## src/hw/rtl/key_value_table_engine_macros.svh

```systemverilog
// ----------------------------------------------------------------------------
// Assertion macros for the key/value table engine
// Wrappers for concurrent assertions; ASSERT_OFF removes them.
// ----------------------------------------------------------------------------
`ifndef KEY_VALUE_TABLE_ENGINE_MACROS_SVH
`define KEY_VALUE_TABLE_ENGINE_MACROS_SVH
`ifndef ASSERT_OFF
`define KVT_ASSERT(lbl, clk, rstn, prop) \
	lbl: assert property (@(posedge clk) disable iff (!rstn) prop) \
	else $error("kvt assertion failed");
`define KVT_ASSERT_ALWAYS(lbl, clk, prop) \
	lbl: assert property (@(posedge clk) prop) \
	else $error("kvt assertion failed");
`else
`define KVT_ASSERT(lbl, clk, rstn, prop)
`define KVT_ASSERT_ALWAYS(lbl, clk, prop)
`endif
`endif

```

## src/hw/rtl/kvt_pkg.sv

```systemverilog
// ----------------------------------------------------------------------------
// kvt_pkg
// Types, codes and defaults shared by the key/value table engine.
// ----------------------------------------------------------------------------
`timescale 1ns / 1ps
`default_nettype none
package kvt_pkg;
	localparam int CAPACITY_DEF   = 64;
	localparam int KEY_BITS_DEF   = 32;
	localparam int VALUE_BITS_DEF = 32;
	localparam int MAX_REG_BITS   = 7;
	localparam logic [MAX_REG_BITS-1:0] ENTRY_LIMIT_RST = 7'd64;

	typedef logic [2:0] status_t;
	localparam status_t ST_OK       = 3'd0;
	localparam status_t ST_INVALID  = 3'd1;
	localparam status_t ST_NOTFOUND = 3'd2;
	localparam status_t ST_EXISTS   = 3'd3;
	localparam status_t ST_FULL     = 3'd4;
	localparam status_t ST_NOPERM   = 3'd5;

	localparam logic [2:0] CMD_LOOKUP = 3'd0;
	localparam logic [2:0] CMD_UPDATE = 3'd1;
	localparam logic [2:0] CMD_DELETE = 3'd2;
	localparam logic [2:0] CMD_LKDEL  = 3'd3;
	localparam logic [2:0] CMD_NEXT   = 3'd4;

	localparam logic [2:0] MODE_ANY     = 3'd0;
	localparam logic [2:0] MODE_NOEXIST = 3'd1;
	localparam logic [2:0] MODE_EXIST   = 3'd2;

	localparam logic [1:0] CFG_ENTRY_LIMIT = 2'd0;
	localparam logic [1:0] CFG_READ_ONLY   = 2'd1;
	localparam logic [1:0] CFG_WRITE_ONLY  = 2'd2;

	typedef enum logic [2:0] {
		S_CLEAR,
		S_IDLE,
		S_SCAN,
		S_DRAIN,
		S_DECIDE
	} state_t;

	typedef struct packed {
		logic start;
		logic sample;
	} scan_ctrl_t;
endpackage
`default_nettype wire

```

## src/hw/rtl/kvt_cmd_if.sv

```systemverilog
// ----------------------------------------------------------------------------
// kvt_cmd_if / kvt_rsp_if
// Valid/ready channels for commands and results.
// ----------------------------------------------------------------------------
`timescale 1ns / 1ps
`default_nettype none
interface kvt_cmd_if #(
	parameter int KEY_BITS   = 32,
	parameter int VALUE_BITS = 32
);
	logic                  valid;
	logic                  ready;
	logic [2:0]            cmd;
	logic [KEY_BITS-1:0]   key;
	logic                  has_key;
	logic [VALUE_BITS-1:0] value;
	logic [2:0]            update_mode;
	modport source (output valid, cmd, key, has_key, value, update_mode, input ready);
	modport sink (input valid, cmd, key, has_key, value, update_mode, output ready);
endinterface

interface kvt_rsp_if;
	import kvt_pkg::*;
	logic        valid;
	logic        ready;
	status_t     status;
	logic [31:0] hit_value;
	logic [31:0] succ_key;
	modport source (output valid, status, hit_value, succ_key, input ready);
	modport sink (input valid, status, hit_value, succ_key, output ready);
endinterface
`default_nettype wire

```

## src/hw/rtl/kvt_ram.sv

```systemverilog
// ----------------------------------------------------------------------------
// kvt_ram
// Generic single-port-write, single-port-read RAM with registered read.
// ----------------------------------------------------------------------------
`timescale 1ns / 1ps
`default_nettype none
module kvt_ram #(
	parameter int WIDTH = 8,
	parameter int DEPTH = 64
) (
	input  wire logic                     clk,
	input  wire logic                     we,
	input  wire logic [$clog2(DEPTH)-1:0] waddr,
	input  wire logic [WIDTH-1:0]         wdata,
	input  wire logic [$clog2(DEPTH)-1:0] raddr,
	output logic      [WIDTH-1:0]         rdata
);
	logic [WIDTH-1:0] mem [DEPTH];

	always_ff @(posedge clk) begin
		if (we) begin
			mem[waddr] <= wdata;
		end
		rdata <= mem[raddr];
	end
endmodule
`default_nettype wire

```

## src/hw/rtl/kvt_scan.sv

```systemverilog
// ----------------------------------------------------------------------------
// kvt_scan
// Collects match, free slot, first entry and following entry over a scan.
// ----------------------------------------------------------------------------
`timescale 1ns / 1ps
`default_nettype none
module kvt_scan #(
	parameter int CAPACITY   = 64,
	parameter int KEY_BITS   = 32,
	parameter int VALUE_BITS = 32
) (
	input  wire logic                        clk,
	input  wire logic                        arst_n,
	input  wire kvt_pkg::scan_ctrl_t         ctrl,
	input  wire logic [$clog2(CAPACITY)-1:0] addr,
	input  wire logic                        rd_valid,
	input  wire logic [KEY_BITS-1:0]         rd_key,
	input  wire logic [VALUE_BITS-1:0]       rd_value,
	input  wire logic [KEY_BITS-1:0]         key,
	output logic                             found,
	output logic [$clog2(CAPACITY)-1:0]      match_idx,
	output logic [VALUE_BITS-1:0]            match_val,
	output logic                             nxt_found,
	output logic [KEY_BITS-1:0]              nxt_key,
	output logic                             first_found,
	output logic [KEY_BITS-1:0]              first_key,
	output logic                             free_found,
	output logic [$clog2(CAPACITY)-1:0]      free_idx
);
	import kvt_pkg::*;

	logic hit;

	assign hit = rd_valid && (rd_key == key);

	always_ff @(posedge clk or negedge arst_n) begin
		if (!arst_n) begin
			found       <= 1'b0;
			nxt_found   <= 1'b0;
			first_found <= 1'b0;
			free_found  <= 1'b0;
		end else if (ctrl.start) begin
			found       <= 1'b0;
			nxt_found   <= 1'b0;
			first_found <= 1'b0;
			free_found  <= 1'b0;
		end else if (ctrl.sample) begin
			if (hit && !found) begin
				found <= 1'b1;
			end else if (rd_valid && found && !nxt_found) begin
				nxt_found <= 1'b1;
			end
			if (rd_valid) begin
				first_found <= 1'b1;
			end
			if (!rd_valid) begin
				free_found <= 1'b1;
			end
		end
	end

	always_ff @(posedge clk) begin
		if (ctrl.sample) begin
			if (hit && !found) begin
				match_idx <= addr;
				match_val <= rd_value;
			end else if (rd_valid && found && !nxt_found) begin
				nxt_key <= rd_key;
			end
			if (rd_valid && !first_found) begin
				first_key <= rd_key;
			end
			if (!rd_valid && !free_found) begin
				free_idx <= addr;
			end
		end
	end
endmodule
`default_nettype wire

```

## src/hw/rtl/key_value_table_engine.sv

```systemverilog
// ----------------------------------------------------------------------------
// key_value_table_engine
// Fixed-capacity key/value table with lookup, update, delete and iteration.
// ----------------------------------------------------------------------------
// Commands arrive on the req channel and each gives exactly one result on
// the rsp channel; a transfer happens when valid and ready are both high.
// The user writes the entry limit, read-only and write-only registers through
// the cfg port only while the engine is idle; the block does not enforce it.
// The table lives in one RAM holding a valid bit, key and value per slot.
// Each command scans every slot through the single read port, one slot per
// cycle, then decides and writes back at most one slot.
// After the command transfer the engine scans every slot, passes through
// S_DRAIN and loads the result in S_DECIDE; a new command is taken in the
// cycle after the result is loaded, so one command is in flight at a time.
// After reset the engine clears every RAM slot, with req.ready
// low; configuration writes are taken during that time.
// The result sits in an output register; if rsp is stalled, the engine
// holds the finished command until the result register is free.
// ----------------------------------------------------------------------------
`timescale 1ns / 1ps
`default_nettype none
`include "key_value_table_engine_macros.svh"
module key_value_table_engine #(
	parameter int CAPACITY   = kvt_pkg::CAPACITY_DEF,
	parameter int KEY_BITS   = kvt_pkg::KEY_BITS_DEF,
	parameter int VALUE_BITS = kvt_pkg::VALUE_BITS_DEF
) (
	input  wire logic                            clk,
	input  wire logic                            arst_n,
	input  wire logic                            cfg_we,
	input  wire logic [1:0]                      cfg_index,
	input  wire logic [kvt_pkg::MAX_REG_BITS-1:0] cfg_wdata,
	kvt_cmd_if.sink                              req,
	kvt_rsp_if.source                            rsp
);
	import kvt_pkg::*;

	localparam int AW = $clog2(CAPACITY);
	localparam int CW = $clog2(CAPACITY + 1);
	localparam int LW = (CW > MAX_REG_BITS) ? CW : MAX_REG_BITS;
	localparam int WW = 1 + KEY_BITS + VALUE_BITS;

	state_t                  state_q, state_d;
	logic [AW-1:0]           addr_q, addr_d;
	logic                    rd_pend_s1;
	logic [AW-1:0]           rd_addr_s1;
	logic [CW-1:0]           count_q;
	logic [MAX_REG_BITS-1:0] max_q;
	logic                    ro_q, wo_q;
	logic [2:0]              cmd_q;
	logic [KEY_BITS-1:0]     key_q;
	logic                    has_key_q;
	logic [VALUE_BITS-1:0]   value_q;
	logic [2:0]              mode_q;
	logic                    rsp_valid_q;
	status_t                 status_q;
	logic [31:0]             vout_q, nkey_q;

	logic                    ram_we;
	logic [AW-1:0]           ram_waddr;
	logic [WW-1:0]           ram_wdata, ram_rdata;
	logic                    issue, load_out, last;
	scan_ctrl_t              sctrl;

	logic                    found, nxt_found, first_found, free_found;
	logic [AW-1:0]           match_idx, free_idx;
	logic [VALUE_BITS-1:0]   match_val;
	logic [KEY_BITS-1:0]     nxt_key, first_key;

	status_t                 dec_status;
	logic [31:0]             dec_vout, dec_nkey;
	logic                    dec_we, dec_valid, dec_inc, dec_dec;
	logic [AW-1:0]           dec_addr;
	logic [LW-1:0]           limit;

	kvt_ram #(.WIDTH(WW), .DEPTH(CAPACITY)) u_ram (
		.clk   (clk),
		.we    (ram_we),
		.waddr (ram_waddr),
		.wdata (ram_wdata),
		.raddr (addr_q),
		.rdata (ram_rdata)
	);

	assign sctrl.start  = req.valid && req.ready;
	assign sctrl.sample = rd_pend_s1;

	kvt_scan #(.CAPACITY(CAPACITY), .KEY_BITS(KEY_BITS), .VALUE_BITS(VALUE_BITS)) u_scan (
		.clk         (clk),
		.arst_n      (arst_n),
		.ctrl        (sctrl),
		.addr        (rd_addr_s1),
		.rd_valid    (ram_rdata[WW-1]),
		.rd_key      (ram_rdata[VALUE_BITS +: KEY_BITS]),
		.rd_value    (ram_rdata[VALUE_BITS-1:0]),
		.key         (key_q),
		.found       (found),
		.match_idx   (match_idx),
		.match_val   (match_val),
		.nxt_found   (nxt_found),
		.nxt_key     (nxt_key),
		.first_found (first_found),
		.first_key   (first_key),
		.free_found  (free_found),
		.free_idx    (free_idx)
	);

	assign last  = (addr_q == AW'(CAPACITY - 1));
	assign limit = (LW'(max_q) > LW'(CAPACITY)) ? LW'(CAPACITY) : LW'(max_q);

	always_comb begin
		dec_status = ST_OK;
		dec_vout   = '0;
		dec_nkey   = '0;
		dec_we     = 1'b0;
		dec_valid  = 1'b1;
		dec_inc    = 1'b0;
		dec_dec    = 1'b0;
		dec_addr   = match_idx;
		unique case (cmd_q)
			CMD_LOOKUP: begin
				if (wo_q) begin
					dec_status = ST_NOPERM;
				end else if (!found) begin
					dec_status = ST_NOTFOUND;
				end else begin
					dec_vout = 32'(match_val);
				end
			end
			CMD_UPDATE: begin
				if (mode_q != MODE_ANY && mode_q != MODE_NOEXIST && mode_q != MODE_EXIST) begin
					dec_status = ST_INVALID;
				end else if (mode_q == MODE_NOEXIST && found) begin
					dec_status = ST_EXISTS;
				end else if (mode_q == MODE_EXIST && !found) begin
					dec_status = ST_NOTFOUND;
				end else if (found) begin
					dec_we = 1'b1;
				end else if (LW'(count_q) >= limit) begin
					dec_status = ST_FULL;
				end else if (ro_q) begin
					dec_status = ST_NOPERM;
				end else if (!free_found) begin
					dec_status = ST_FULL;
				end else begin
					dec_we   = 1'b1;
					dec_addr = free_idx;
					dec_inc  = 1'b1;
				end
			end
			CMD_DELETE, CMD_LKDEL: begin
				if (!found) begin
					dec_status = ST_NOTFOUND;
				end else begin
					dec_we    = 1'b1;
					dec_valid = 1'b0;
					dec_dec   = 1'b1;
					if (cmd_q == CMD_LKDEL) begin
						dec_vout = 32'(match_val);
					end
				end
			end
			CMD_NEXT: begin
				if (wo_q) begin
					dec_status = ST_NOPERM;
				end else if (has_key_q && found) begin
					if (nxt_found) begin
						dec_nkey = 32'(nxt_key);
					end else begin
						dec_status = ST_NOTFOUND;
					end
				end else if (first_found) begin
					dec_nkey = 32'(first_key);
				end else begin
					dec_status = ST_NOTFOUND;
				end
			end
			default: begin
				dec_status = ST_INVALID;
			end
		endcase
	end

	always_comb begin
		state_d   = state_q;
		addr_d    = addr_q;
		ram_we    = 1'b0;
		ram_waddr = addr_q;
		ram_wdata = '0;
		issue     = 1'b0;
		load_out  = 1'b0;
		req.ready = 1'b0;
		unique case (state_q)
			S_CLEAR: begin
				ram_we = 1'b1;
				addr_d = last ? '0 : addr_q + AW'(1);
				if (last) begin
					state_d = S_IDLE;
				end
			end
			S_IDLE: begin
				req.ready = 1'b1;
				addr_d    = '0;
				if (req.valid) begin
					state_d = S_SCAN;
				end
			end
			S_SCAN: begin
				issue  = 1'b1;
				addr_d = last ? '0 : addr_q + AW'(1);
				if (last) begin
					state_d = S_DRAIN;
				end
			end
			S_DRAIN: begin
				state_d = S_DECIDE;
			end
			S_DECIDE: begin
				if (!rsp_valid_q || rsp.ready) begin
					load_out  = 1'b1;
					ram_we    = dec_we;
					ram_waddr = dec_addr;
					ram_wdata = {dec_valid, key_q, value_q};
					state_d   = S_IDLE;
				end
			end
			default: begin
				state_d = S_IDLE;
			end
		endcase
	end

	always_ff @(posedge clk or negedge arst_n) begin
		if (!arst_n) begin
			state_q     <= S_CLEAR;
			addr_q      <= '0;
			rd_pend_s1  <= 1'b0;
			count_q     <= '0;
			max_q       <= ENTRY_LIMIT_RST;
			ro_q        <= 1'b0;
			wo_q        <= 1'b0;
			rsp_valid_q <= 1'b0;
		end else begin
			state_q    <= state_d;
			addr_q     <= addr_d;
			rd_pend_s1 <= issue;
			if (load_out) begin
				rsp_valid_q <= 1'b1;
				if (dec_inc) begin
					count_q <= count_q + CW'(1);
				end else if (dec_dec && count_q != '0) begin
					count_q <= count_q - CW'(1);
				end
			end else if (rsp.ready) begin
				rsp_valid_q <= 1'b0;
			end
			if (cfg_we) begin
				case (cfg_index)
					CFG_ENTRY_LIMIT: max_q <= cfg_wdata;
					CFG_READ_ONLY:   ro_q  <= cfg_wdata[0];
					CFG_WRITE_ONLY:  wo_q  <= cfg_wdata[0];
					default: ;
				endcase
			end
		end
	end

	always_ff @(posedge clk) begin
		rd_addr_s1 <= addr_q;
		if (req.valid && req.ready) begin
			cmd_q     <= req.cmd;
			key_q     <= req.key;
			has_key_q <= req.has_key;
			value_q   <= req.value;
			mode_q    <= req.update_mode;
		end
		if (load_out) begin
			status_q <= dec_status;
			vout_q   <= dec_vout;
			nkey_q   <= dec_nkey;
		end
	end

	assign rsp.valid     = rsp_valid_q;
	assign rsp.status    = status_q;
	assign rsp.hit_value = vout_q;
	assign rsp.succ_key  = nkey_q;

	`KVT_ASSERT(a_count_bound, clk, arst_n, LW'(count_q) <= LW'(CAPACITY))
	`KVT_ASSERT(a_no_write_in_scan, clk, arst_n, (state_q == S_SCAN) |-> !ram_we)
	`KVT_ASSERT(a_accept_starts_scan, clk, arst_n, (req.valid && req.ready) |=> (state_q == S_SCAN))
	`KVT_ASSERT(a_result_after_decide, clk, arst_n, $rose(rsp_valid_q) |-> $past(state_q == S_DECIDE))
endmodule
`default_nettype wire

```

## src/flat_wrapper.sv

```systemverilog
// flat-port wrapper written by rule: the top's interface ports become plain ports
module key_value_table_engine_flat import kvt_pkg::*;
#(
	parameter int CAPACITY   = kvt_pkg::CAPACITY_DEF,
	parameter int KEY_BITS   = kvt_pkg::KEY_BITS_DEF,
	parameter int VALUE_BITS = kvt_pkg::VALUE_BITS_DEF
)
  (clk, arst_n, cfg_we, cfg_index, cfg_wdata, req_valid, req_cmd, req_key, req_has_key, req_value, req_update_mode, req_ready, rsp_valid, rsp_status, rsp_hit_value, rsp_succ_key, rsp_ready);
  kvt_cmd_if #(.KEY_BITS(KEY_BITS), .VALUE_BITS(VALUE_BITS)) req_i ();
  kvt_rsp_if rsp_i ();
  input  wire logic clk;
  input  wire logic arst_n;
  input  wire logic cfg_we;
  input  wire logic [1:0] cfg_index;
  input  wire logic [kvt_pkg::MAX_REG_BITS-1:0] cfg_wdata;
  input wire logic [$bits(req_i.valid)-1:0] req_valid;
  input wire logic [$bits(req_i.cmd)-1:0] req_cmd;
  input wire logic [$bits(req_i.key)-1:0] req_key;
  input wire logic [$bits(req_i.has_key)-1:0] req_has_key;
  input wire logic [$bits(req_i.value)-1:0] req_value;
  input wire logic [$bits(req_i.update_mode)-1:0] req_update_mode;
  output wire logic [$bits(req_i.ready)-1:0] req_ready;
  output wire logic [$bits(rsp_i.valid)-1:0] rsp_valid;
  output wire logic [$bits(rsp_i.status)-1:0] rsp_status;
  output wire logic [$bits(rsp_i.hit_value)-1:0] rsp_hit_value;
  output wire logic [$bits(rsp_i.succ_key)-1:0] rsp_succ_key;
  input wire logic [$bits(rsp_i.ready)-1:0] rsp_ready;
  assign req_i.valid = req_valid;
  assign req_i.cmd = req_cmd;
  assign req_i.key = req_key;
  assign req_i.has_key = req_has_key;
  assign req_i.value = req_value;
  assign req_i.update_mode = req_update_mode;
  assign req_ready = req_i.ready;
  assign rsp_valid = rsp_i.valid;
  assign rsp_status = rsp_i.status;
  assign rsp_hit_value = rsp_i.hit_value;
  assign rsp_succ_key = rsp_i.succ_key;
  assign rsp_i.ready = rsp_ready;
  key_value_table_engine #(.CAPACITY(CAPACITY), .KEY_BITS(KEY_BITS), .VALUE_BITS(VALUE_BITS)) u_core (.clk(clk), .arst_n(arst_n), .cfg_we(cfg_we), .cfg_index(cfg_index), .cfg_wdata(cfg_wdata), .req(req_i), .rsp(rsp_i));
endmodule
```

## config.mk

```make
export PLATFORM = sky130hd
export DESIGN_NAME = key_value_table_engine_flat
export DESIGN_NICKNAME = d
export VERILOG_FILES = /design/src/hw/rtl/kvt_pkg.sv /design/src/hw/rtl/kvt_cmd_if.sv /design/src/hw/rtl/kvt_ram.sv /design/src/hw/rtl/kvt_scan.sv /design/src/hw/rtl/key_value_table_engine.sv /design/src/flat_wrapper.sv
export VERILOG_INCLUDE_DIRS = /design/src /design/src/hw/rtl
export SDC_FILE = /design/constraint.sdc
export NUM_CORES = 2
export LEC_CHECK = 0
export BUFFER_PORTS_ARGS = -buffer_cell sky130_fd_sc_hd__buf_4
export CAP_MARGIN = 40
export CELL_PAD_IN_SITES_DETAIL_PLACEMENT = 0
export CELL_PAD_IN_SITES_GLOBAL_PLACEMENT = 1
export CORE_ASPECT_RATIO = 1.75
export CORE_UTILIZATION = 55
export CTS_CLUSTER_SIZE = 16
export DETAILED_ROUTE_END_ITERATION = 10
export PLACE_DENSITY = 0.83
export SLEW_MARGIN = 0
export SYNTH_ARGS = -nofsm -noshare
export SYNTH_HDL_FRONTEND = slang
export SYNTH_MEMORY_MAX_BITS = 65536
export SYNTH_SLANG_ARGS = --single-unit
```

## constraint.sdc

```tcl
create_clock -name clk -period 9.1 [get_ports clk]
set_input_delay 1.365 -clock clk [delete_from_list [all_inputs] [get_ports clk]]
set_output_delay 1.365 -clock clk [all_outputs]
set_load 0.005 [all_outputs]
```

=== Yosys cells after proc, flatten, opt, wreduce, memory -nomap -nowiden ===
Memories as Yosys holds them, arrays and structs flattened. A register that Yosys moved wholly into a read port is not among the register bits.
Index checks and enable logic that the tools add are counted.

* Order comparisons: 2
* Equality and inequality tests: 22
* Muxes and demuxes: 84
* Bitwise operators: 2
* $add $sub $neg: 3
* Reductions and logical operators: 48

{| class="wikitable"
|+ Operator list
! operator !! number
|-
| $mux 32 || 7
|-
| $mux 65 || 2
|-
| $mux 6 || 11
|-
| $pmux 32 s2 || 1
|-
| $mux 3 || 14
|-
| $mux 1 || 38
|-
| $eq 32x32->1 || 1
|-
| $mux 7 || 3
|-
| $reduce_and 2->1 || 10
|-
| $eq 3x2->1 const B || 5
|-
| $pmux 3 s5 || 1
|-
| $reduce_bool 2->1 || 7
|-
| $logic_and 1x1->1 || 13
|-
| $pmux 3 s4 || 1
|-
| $pmux 6 s2 || 1
|-
| $ne 2x1->1 const B || 5
|-
| $eq 3x1->1 const B || 3
|-
| $add 7x1->7 const B || 1
|-
| $ge 7x7->1 || 1
|-
| $gt 7x7->1 const B || 1
|-
| $reduce_bool 7->1 || 1
|-
| $sub 7x1->7 const B || 1
|-
| $add 6x1->6 const B || 1
|-
| $eq 3x3->1 const B || 2
|-
| 17 further kinds || 30
|}

* Output and inout port bits: 69
* Memory bits (writable): 4160
* Bits of input ports: 85
* Memories: 1
* Register bits: 283

{| class="wikitable"
|+ Memories
! memory !! words !! bits a word !! rd ports !! clocked after Yosys merged registers in !! write ports !! line !! source
|-
| u_core.u_ram.mem || 64 || 65 || 1 || 1 || 1 || kvt_ram.sv:18 || <nowiki>logic [WIDTH-1:0] mem [DEPTH];</nowiki>
|}

=== Logic depth before layout (Yosys ltp) ===
* Depth after elaboration: 13
* Gate-level depth with buffers: 15

=== Hierarchy ===
Synthesis repeated with hierarchy kept, for this count alone.

* Cells, all modules: 7610
* Area total of the unflattened synthesis: 170279.6 sq um

{| class="wikitable"
|+ By module, submodules not included
! module !! cells an instance !! seq. area each (sq um) !! times used !! area each (sq um)
|-
| kvt_ram || 6896 || 126221.1 || 1 || 159249.0
|-
| key_value_table_engine || 543 || 4941.0 || 1 || 7245.7
|-
| kvt_scan || 171 || 3343.2 || 1 || 3784.9
|}

=== Worst setup path after synthesis ===
Ideal clock, no wire load.

* Path type: input to register
* Start point: input rsp_ready
* End point: memory u_core.u_ram.mem[54][0] (netlist name), enable pin
* Arrival: 5.425 ns
* Stages on the path: 7
* Library setup time: 0.488 ns
* Setup slack: 3.186 ns
* Path through: nand2b_1 > nand3_1 > clkinv_1 > buf_1 > a21oi_2 > nand4_1 > nor2_1

* Word-level cells in the longest chain between the ends: 5
* Elaborated cells between the ends (all ways): 7
* Those cells by class: mux: 6; reduce/logical: 1

{| class="wikitable"
|+ RTL lines
! what !! line !! source
|-
| start: declaration || flat_wrapper.sv:27 || <nowiki>input wire logic [$bits(rsp_i.ready)-1:0] rsp_ready;</nowiki>
|-
| $logic_or 1x1->1 (*) || key_value_table_engine.sv:219 || <nowiki>if (!rsp_valid_q || rsp.ready) begin</nowiki>
|-
| $mux 1 || key_value_table_engine.sv:219 ||
|-
| $pmux 1 s2 || key_value_table_engine.sv:193 || <nowiki>unique case (state_q)</nowiki>
|-
| $mux 1 || kvt_ram.sv:21 || <nowiki>if (we) begin</nowiki>
|-
| $mux 1 (not written as such) || kvt_ram.sv:22 || <nowiki>mem[waddr] <= wdata;</nowiki>
|-
| end: declaration || kvt_ram.sv:18 ||
|}

Every way passes the cells marked *; elsewhere a longest branch is shown, timed or not.

=== Final worst setup path ===
* Start point: register u_core.max_q[6]
* End point: memory u_core.u_ram.mem[41][25] (netlist name), enable pin

* Word-level cells in the longest chain between the ends: 13
* Elaborated cells between the ends (all ways): 21
* Those cells by class: order compare: 2; mux: 19

{| class="wikitable"
|+ RTL lines
! what !! line !! source
|-
| start: declaration || key_value_table_engine.sv:48 || <nowiki>logic [MAX_REG_BITS-1:0] max_q;</nowiki>
|-
| start signal: assignment || key_value_table_engine.sv:259 || <nowiki>CFG_ENTRY_LIMIT: max_q <= cfg_wdata;</nowiki>
|-
| $gt 7x7->1 || key_value_table_engine.sv:109 || <nowiki>assign limit = (LW'(max_q) > LW'(CAPACITY)) ? LW'(CAPACITY) : LW'(max_q);</nowiki>
|-
| $mux 7 (*) || key_value_table_engine.sv:109 ||
|-
| $ge 7x7->1 (*) || key_value_table_engine.sv:139 || <nowiki>end else if (LW'(count_q) >= limit) begin</nowiki>
|-
| $mux 1 || key_value_table_engine.sv:139 ||
|-
| $mux 1 || key_value_table_engine.sv:137 || <nowiki>end else if (found) begin</nowiki>
|-
| $mux 1 || key_value_table_engine.sv:135 || <nowiki>end else if (mode_q == MODE_EXIST && !found) begin</nowiki>
|-
| $mux 1 || key_value_table_engine.sv:133 || <nowiki>end else if (mode_q == MODE_NOEXIST && found) begin</nowiki>
|-
| $mux 1 || key_value_table_engine.sv:131 || <nowiki>if (mode_q != MODE_ANY && mode_q != MODE_NOEXIST && mode_q != MODE_EXIST) begin</nowiki>
|-
| $pmux 1 s2 || key_value_table_engine.sv:120 || <nowiki>unique case (cmd_q)</nowiki>
|-
| $mux 1 || key_value_table_engine.sv:219 ||
|-
| $pmux 1 s2 || key_value_table_engine.sv:193 ||
|-
| $mux 1 || kvt_ram.sv:21 ||
|-
| $mux 1 (not written as such) || kvt_ram.sv:22 ||
|}

Marked as above.

==> summary by stage <==
Synth
The number of warnings reported in the yosys synthesis log is 0. The number of nets in the synthesized netlist is 6948. The biggest area contributor in the post-synthesis netlist is sky130_fd_sc_hd__edfxtp_1. The portion of synthesized cell area occupied by the leading cell type is 0.781.

The number of different library cells used by synthesis comes to 51. Yosys attributes the largest share of cell area to sky130_fd_sc_hd__edfxtp_1 (78%), sky130_fd_sc_hd__mux4_2 (17%), sky130_fd_sc_hd__dfxtp_1 (0.84%), sky130_fd_sc_hd__a22oi_1 (0.72%), sky130_fd_sc_hd__clkbuf_1 (0.53%). Counting flops with a built-in enable in the synthesized netlist gives 4406. In the synthesized netlist, the number of instances is 6849.

For this run, the leading register cell type out of synthesis is sky130_fd_sc_hd__edfxtp_1. The summed instance area of the synthesized netlist is 169000 um2. The number of synthesized register bits is 4508. Of all flip-flops after synthesis, the portion carrying an async set or reset was 0.00688. The sequential area share after synthesis is 0.794. The per-instance average area after synthesis is 24.7 um2.

STA
The routed design could run at a clock period as short as 5.57 ns. The total negative setup slack is 0 ns. The transition time at the pin with the least slew margin is 1.23 ns. In this run the tightest slew margin relative to its limit is 0.177. The setup skew after layout is 0.0903 ns. The count of final setup violators is 0. The ratio of final minimum period to clock period is 0.613. Setup repair after global routing left no endpoint under its margin. The final number of max-transition violations was 0.

The number of failing hold endpoints at the final stage is 0. The maximum operating frequency is 179 MHz.

Finish
Summing all non-filler instances in the final layout gives an area of 190000 um2. Leaving out fill and tap cells, the most frequent cells in the layout are sky130_fd_sc_hd__edfxtp_1 (4406), sky130_fd_sc_hd__mux4_2 (1300), sky130_fd_sc_hd__buf_4 (389), sky130_fd_sc_hd__clkbuf_16 (385), sky130_fd_sc_hd__a22oi_1 (162). The number of standard cells in the final layout excluding fillers is 11700. The net count of the finished layout is 7407.

The layout has 19100 filler cells. Of the cells placed in the final design, the portion with a size suffix greater than 1 is 0.317. The library cell used most frequently in the layout, excluding fill and tap cells, is sky130_fd_sc_hd__edfxtp_1. Relative to the synthesized area, the layout overhead comes to 12.1%.

Placed design
The count of buffers from port buffering is 153. At the end of routability-driven placement, the weighted congestion stood at 0.850. The number of placed cells counting well taps is 11000. The post-detailed-placement half-perimeter wirelength is 251000 um. Summing all placed instances gives a cell area of 178000 um2.

Clock network
Clock tree synthesis selected as its root buffer the cell sky130_fd_sc_hd__clkbuf_16. Clock latency on the worst-skew pair, taken at its later pin, is 0.99 ns. The CTS clock-pin slew for the worst setup and hold paths is 0.07 ns. The CTS sink count is 4508. The clock buffer count from CTS is 376. The maximum level of the CTS H-tree is 5. Counting along the longest clock path gives a buffer depth of 4. The number of hold buffers added after CTS is 0. After clock tree synthesis, the setup repair step added 0 buffers. The number of gates resized after cts is 0. TritonCTS built the clock tree.

Routing
The per-cell via count in the routed design is 6.94. For this run, design rule violations remaining after detail routing come to 0. The first-pass detailed-route iteration total is 6. The violation count after the first detailed-route iteration is 12000.

Dividing the detail-routed wire length by the instance count gives 39.6 um. The detail route stage leaves a number of antenna-violating nets equal to 0. For this block, the routed nets add up to 463000 um of wire.

The final route contains 81100 vias.

Setup path
The family with the most delay on the worst path is compound AO/OA/AOI/OAI gates. The standard cell with the maximum stage delay on the critical path is sky130_fd_sc_hd__a211oi_4. The most numerous cell type found on the critical path is sky130_fd_sc_hd__buf_4. At the worst endpoint, the required time is 9.63 ns.

The setup path with the least slack is of type register to register. On the worst path, the slowest cell contributes a delay of 0.79 ns. The maximum fanout count along the critical path is 33. The endpoint class of the critical path is a register. The signal on the critical path passes through inv_1 -> nand2_1 -> ha_1 -> a21oi_1 -> o21ai_0 -> a211oi_4 -> mux2i_1 -> a21o_1 -> nand4_1 -> nor2_4 -> buf_4 -> buf_4. The critical path startpoint category is a register. The signal arrival time at the worst endpoint is 6.11 ns.

Counting both buffers and inverters, the worst setup path holds a total of 3.

Global route
In the global route stage, overall resource usage came out at 0.298. The number of global-route vias before repair was 82400. The first-pass GRT wire length is 641000 um. The largest net degree at the start of global routing is 122. The number of antenna violations at the first check in global routing is 21. The total overflow left after global routing is 0.

Floorplanning
Measured along the x axis, the die boundary spans 422 um. The core area is 307000 um2. In this run the vertical extent of the chip is 736 um. For this configuration, the core starts out at a cell density of 0.552. In this run the core area contains 269 standard-cell rows. The die outline area is 310000 um2. The number of I/O pins is 154.

Job
The tool flagged a number of max-cap violations equal to 0.

Power and ir drop
Power spread over the standard cell area amounts to 273 nW/um2. The worst IR drop on VDD is 0.000235 V. The internal power is 37.7 mW.

The relative contribution of combinational cells to total power is 0.210. The clock network fraction of total power is 0.318. The net switching share of the total power is 0.274. The analysis attributes to cell leakage a power of 60.5 nW. The analysis attributes to net switching a power of 14.2 mW.

The share of total power dissipated in sequential elements is 0.472.

Worst hold path
In this run the worst hold path is classified as input port to async pin.

Run status
The flow ran to the end, and the final reports show no timing, DRC or antenna violations.
synth_stat cells (3+ instances only):
master / n
sky130_fd_sc_hd__mux2_2: 10
sky130_fd_sc_hd__edfxtp_1: 4406
sky130_fd_sc_hd__nand2b_1: 5
sky130_fd_sc_hd__a21oi_2: 3
sky130_fd_sc_hd__a21oi_1: 17
sky130_fd_sc_hd__xor2_1: 15
sky130_fd_sc_hd__a21o_1: 8
sky130_fd_sc_hd__nand2_1: 99
sky130_fd_sc_hd__mux2i_1: 7
sky130_fd_sc_hd__nor3_1: 6
sky130_fd_sc_hd__buf_1: 65
sky130_fd_sc_hd__ha_1: 13
sky130_fd_sc_hd__inv_1: 12
sky130_fd_sc_hd__dfrtp_1: 30
sky130_fd_sc_hd__nand4_1: 22
sky130_fd_sc_hd__o21ai_0: 17
sky130_fd_sc_hd__and2_1: 98
sky130_fd_sc_hd__nor4_1: 6
sky130_fd_sc_hd__a22oi_1: 162
sky130_fd_sc_hd__buf_2: 44
sky130_fd_sc_hd__nand3_1: 6
sky130_fd_sc_hd__clkbuf_1: 241
sky130_fd_sc_hd__nor2b_1: 8
sky130_fd_sc_hd__mux4_2: 1300
sky130_fd_sc_hd__nor2_1: 126
sky130_fd_sc_hd__xnor2_1: 24
sky130_fd_sc_hd__dfxtp_1: 71
layout make-up:
cell class                 instances  area [um2]  area share
clock inverter                   211        2230      0.0117
antenna                            8        20.0    0.000105
timing repair buffer             432        3850      0.0203
sequential                      4508      135000       0.708
multi-input combinational       1977       34100       0.179
clock buffer                     470       10100      0.0531
tap                             4065        5090      0.0268
inverter                          13        53.8    0.000283
stage by stage:
step,hold slack [ns],setup WS [ns],power (mW),utilization
3_3_place_gp,0.393,3.01,35.5,0.577
5_1_grt,0.343,3.33,53.0,0.619
2_1_floorplan,0.345,3.19,31.6,-
6_report,0.306,3.53,51.9,0.619
3_5_place_dp,0.392,3.04,35.7,0.579
4_1_cts,0.284,3.54,52.1,0.619
registers in the layout, summed over array words and instances (netlist names), 7 cells and up:
name                     cells
u_core.rsp.succ_key         32
u_core.u_scan.nxt_key       32
u_core.value_q              32
u_core.u_scan.match_val     32
u_core.count_q               7
u_core.u_scan.first_key     32
u_core.max_q                 7
u_core.rsp.hit_value        32
u_core.key_q                32
u_core.u_ram.mem          4160
u_core.u_ram.rdata          65
final timing paths:
| kind | end | depth (start not counted) | slack [ns] | from |
|---|---|---|---|---|
| max | u_core.u_ram.mem[41][25] | 12 | 3.53 | u_core.max_q[6] |
| min in group clk | u_core.u_scan.match_val[15] | 0 | 0.41 | u_core.u_ram.rdata[15] |
| min reg2reg | u_core.u_scan.match_val[15] | 0 | 0.41 | u_core.u_ram.rdata[15] |
| max reg2reg | u_core.u_ram.mem[41][25] | 12 | 3.53 | u_core.max_q[6] |
| max in group asynchronous | u_core.addr_q[2] | 1 | 8.44 | arst_n |
| min | u_core.wo_q | 1 | 0.31 | arst_n |
power groups by stage:
stage	Clock (mW)	Combinational, mW	Sequential, mW
after CTS	16.6	10.9	24.5
after detailed placement	0	10.8	24.9
after floorplan	0	7.08	24.6
after global placement	0	10.6	24.9
final	16.5	10.9	24.5
after global routing	17.3	11.2	24.5
kinds of logic (layout without fill, tap and decap cells):
group / after synthesis / after routing / synth area share
flops: 4508 / 4508 / 0.794
mux: 1317 / 1317 / 0.174
simple gates: 385 / 385 / 0.0110
buf+inv: 364 / 1126 / 0.00844
compound gates: 222 / 222 / 0.00950
xor+xnor: 39 / 39 / 0.00202
fa+ha+maj: 14 / 14 / 0.00108
other cells: 0 / 8 / 0
routing by layer:
layer	up-vias	wire, um	global-route usage	share of wire
met1	42800	145000	0.353	0.31
met3	1271	47000	0.0575	0.10
met5	-	72	0	0.00016
met4	10	32600	0.178	0.070
met2	6628	238000	0.510	0.51
li1	30400	-	-	-
No activity file was read; power rests on OpenSTA's default activity.
